<file path="config.mk">
export PLATFORM = sky130hd
export DESIGN_NAME = swm_ram
export DESIGN_NICKNAME = d
export VERILOG_FILES = /design/src/rtl/core/swm_ram.sv
export SDC_FILE = /design/constraint.sdc
export NUM_CORES = 2
export LEC_CHECK = 0
export BUFFER_PORTS_ARGS = -buffer_cell sky130_fd_sc_hd__buf_2
export CAP_MARGIN = 40
export CORE_AREA = 2 2 447 449
export DETAILED_ROUTE_END_ITERATION = 16
export DIE_AREA = 0 0 449 451
export GPL_TIMING_DRIVEN = 0
export PLACE_DENSITY = 0.55
export SYNTH_ARGS = -nofsm -noshare
export SYNTH_HDL_FRONTEND = slang
export SYNTH_SLANG_ARGS = --single-unit
</file>
<file path="constraint.sdc">
create_clock -name i_clk -period 5.3 [get_ports i_clk]
set_input_delay 1.06 -clock i_clk [delete_from_list [all_inputs] [get_ports i_clk]]
set_output_delay 1.06 -clock i_clk [all_outputs]
set_load 0.02 [all_outputs]
</file>
<file path="src/rtl/core/swm_ram.sv">
// Generic single-write, single-read RAM with registered read data.
`timescale 1ns / 1ps
`default_nettype none
module swm_ram #(
    parameter int WIDTH = 32,
    parameter int DEPTH = 64
) (
    input  wire logic                     i_clk,
    input  wire logic                     i_we,
    input  wire logic [$clog2(DEPTH)-1:0] i_waddr,
    input  wire logic [WIDTH-1:0]         i_wdata,
    input  wire logic [$clog2(DEPTH)-1:0] i_raddr,
    output logic      [WIDTH-1:0]         o_rdata
);
    logic [WIDTH-1:0] r_mem [DEPTH];

    always_ff @(posedge i_clk) begin
        if (i_we) begin
            r_mem[i_waddr] <= i_wdata;
        end
        o_rdata <= r_mem[i_raddr];
    end
endmodule
`default_nettype wire

</file>
==> metrics <==
end point of the critical path=o_rdata[13]; WP data arrival=5560 ps; crit-path cells=buf_2, buf_2, buf_2, buf_1, nand3b_1, o221ai_1, a21oi_1, a21oi_1, nor2_1; Syn Inst Count=3,324; Worst Max-Slew Pin Slew=1112 ps; Fmax=204.5 MHz; post-synthesis xor/xnor area fraction=0%; RSZ-0062 raised after global routing=false; final setup TNS=0 ps; Critical Path Start Type=input pin; Tot Pwr=35.08 mW; DR WL/cell=36.96 um; worst skew pair latency=860 ps; kind of critical path=in -> reg; Post-DP Area=0.08631 mm2; Layout Skew=48.48 ps; RR Startpoint=r_mem[39][13]; main combinational cell family by area after synthesis=multiplexers; syn nets=3,370; sequential fraction of the synthesis area=79.14%; starting DRC count in detailed routing=5,751; Yosys Warn Count=0; area grow syn2layout=18.78%; min Tclk post-route=4889 ps; Crit path required time=5970 ps; Max Cap Viol=0; gr usage total=24.14%; final wirelength=246,100 um; critical path's slowest cell=a21oi_1; die width=449 um; DP HPWL=166,600 um; Buf/Inv on CP=4; # setup viols final=0; hold path cells=1; synthesis-stage register bit count=2,080; Mean Syn Cell Area=23.62 um2; Top-Level Pins=78; complex-gate fraction of the synthesized area=1.673%; PortBufs=69; # clock sinks=2,080; fraction of the mapped netlist area in simple logic gates=1.265%; area of the multi-input gates=0.01597 mm2; post-route clock period utilization=92.24%; reg2reg end=o_rdata[13]; count of cell types in the netlist=34; post-synthesis mux area share=16.79%; worst min-delay path startpoint=i_wdata[20]; clock slew at reported path FFs=60 ps; Final GP Congestion=0.8761; cts-stage hold buffer count=0; Leakage=29.10 nW; setup bufs post-CTS=0; Remaining DRCs=0; initial core utilization=39.61%; Synth area leaders=edfxtp_1 78%, mux4_2 16%, mux2i_1 1.2%; DR pass1 iterations=6; crit end category=flip-flop; Layout fillers=16.17k; final slew viol count=0; Crit. path cell count=9; VDD IR-drop max=328.1 uV; Critical Path Start=i_raddr[1]; non-filler cells in the finished layout=6,660; post-synthesis adder-cell area fraction=0%; H-tree Lvls=4; largest net degree at the start of global routing=65; clock tree buffer depth=3; first-pass GRT wire length=330,200 um; layout cells sized above 1=31.69%; status=complete, no violations; Worst Hold Class=in -> reg; design area=0.09326 mm2; post_cts resized=0; core area=0.1982 mm2; post-route antenna net violation count=0; Die Area=0.2025 mm2; Inst Count DP=6,239; Max-slew headroom=25.90%; CTS tree=done; CP max FO=10; fin util=47.05%; DR vias/cell=5.915; CP most frequent cell=buf_2; Root Driver=clkbuf_16; CP peak stage delay=970 ps; top-area cell type share of the netlist area=78.33%; vias in the first global route=38.46k; reg2reg path depth=5; Final Hold Viols=0; area leader, netlist=edfxtp_1; routed vias=39.39k; PwrDens=376.2 mW/mm2; num rows=164; sequential cell area=0.06214 mm2; final-stage net count=3,849; Die H=451 um; R2R setup slack=2540 ps; Overflow after GRT=0; TritonCTS Buffers=212; Top delay family on crit path=buffers and inverters; initial antenna violation count=19; Mapped Area=0.07852 mm2
## cell usage in the layout, fill, tap and decap left out, types with 21 or more instances in the layout
master / count
edfxtp_1: 2048
mux4_2: 544
clkbuf_16: 212
buf_2: 125
clkbuf_1: 120
mux2i_1: 93
o22ai_1: 84
buf_12: 80
nor2_1: 75
a21oi_1: 62
nor2_4: 62
clkinv_1: 56
buf_16: 45
buf_4: 40
clkinv_2: 40
buf_8: 33
dfxtp_1: 32
buf_6: 29
o221ai_1: 27
nand2_1: 26
buf_1: 21
## how the worst min path moves through the flow
| stage | end | slack (ps) |
|---|---|---|
| final | r_mem[4][20] | 560 |
| after floorplan | o_rdata[17] | 660 |
| after detailed placement | o_rdata[17] | 990 |
| after CTS | r_mem[4][20] | 500 |
| after global routing | r_mem[6][20] | 540 |
| after global placement | o_rdata[4] | 1000 |
## synth_stat cells
cell / instances
clkbuf_1: 74
buf_2: 57
or3b_1: 2
buf_1: 21
or2_0: 1
a21oi_1: 62
and3_1: 4
nor2_1: 137
dfxtp_1: 32
nand4b_1: 1
buf_4: 25
mux4_2: 544
o22ai_1: 84
nand2_1: 26
buf_6: 5
a22oi_1: 12
nor2b_1: 15
edfxtp_1: 2048
nand3b_1: 5
nand3_1: 5
and2_1: 2
o221ai_1: 27
nand2b_1: 8
mux2i_1: 93
or3b_2: 3
or2_1: 1
a41o_1: 4
o32ai_1: 4
nor3_1: 7
or3_1: 3
nand4_1: 2
a311oi_1: 8
or2_2: 1
a31oi_1: 1
## through the flow
step	hold WS, ps	worst slack (ps)
6_report	563.7	411.1
5_1_grt	541.4	671.4
4_1_cts	503.8	668.6
3_5_place_dp	986.8	-233.1
3_3_place_gp	999.3	-2636
2_1_floorplan	663.2	1080
## cell families after synthesis
logic type	after synthesis
muxes	637
buffers and inverters	182
and+or+nand+nor	223
DFF	2080
AOI/OAI and AO/OA	202
## state kept, by name, indices dropped and copies added, names as in the netlist
name,count
r_mem,2048
o_rdata,32
## layer usage
metal  wire length [um]  track usage (%)
met1              95380            32.13
met5                 34                0
met4              12020            10.91
met3              21670            5.372
met2             117000            38.16
## cell type report
cell class	count	share of cell area (%)
timing repair buffer	265	4.352
sequential	2080	66.63
antenna	12	0.03220
clock inverter	142	1.449
tap	2656	3.563
clock buffer	261	5.907
multi-input combinational	1062	17.12
buffer	182	0.9512
## power breakdown
group	switching [mW]	internal, mW	total, mW
clock	6.47	8.26	14.7
combinational	1.41	0.716	2.12
sequential	0.0315	18.2	18.2
total	7.90	27.2	35.1
Note: power is estimated with default switching activity, not from simulation.
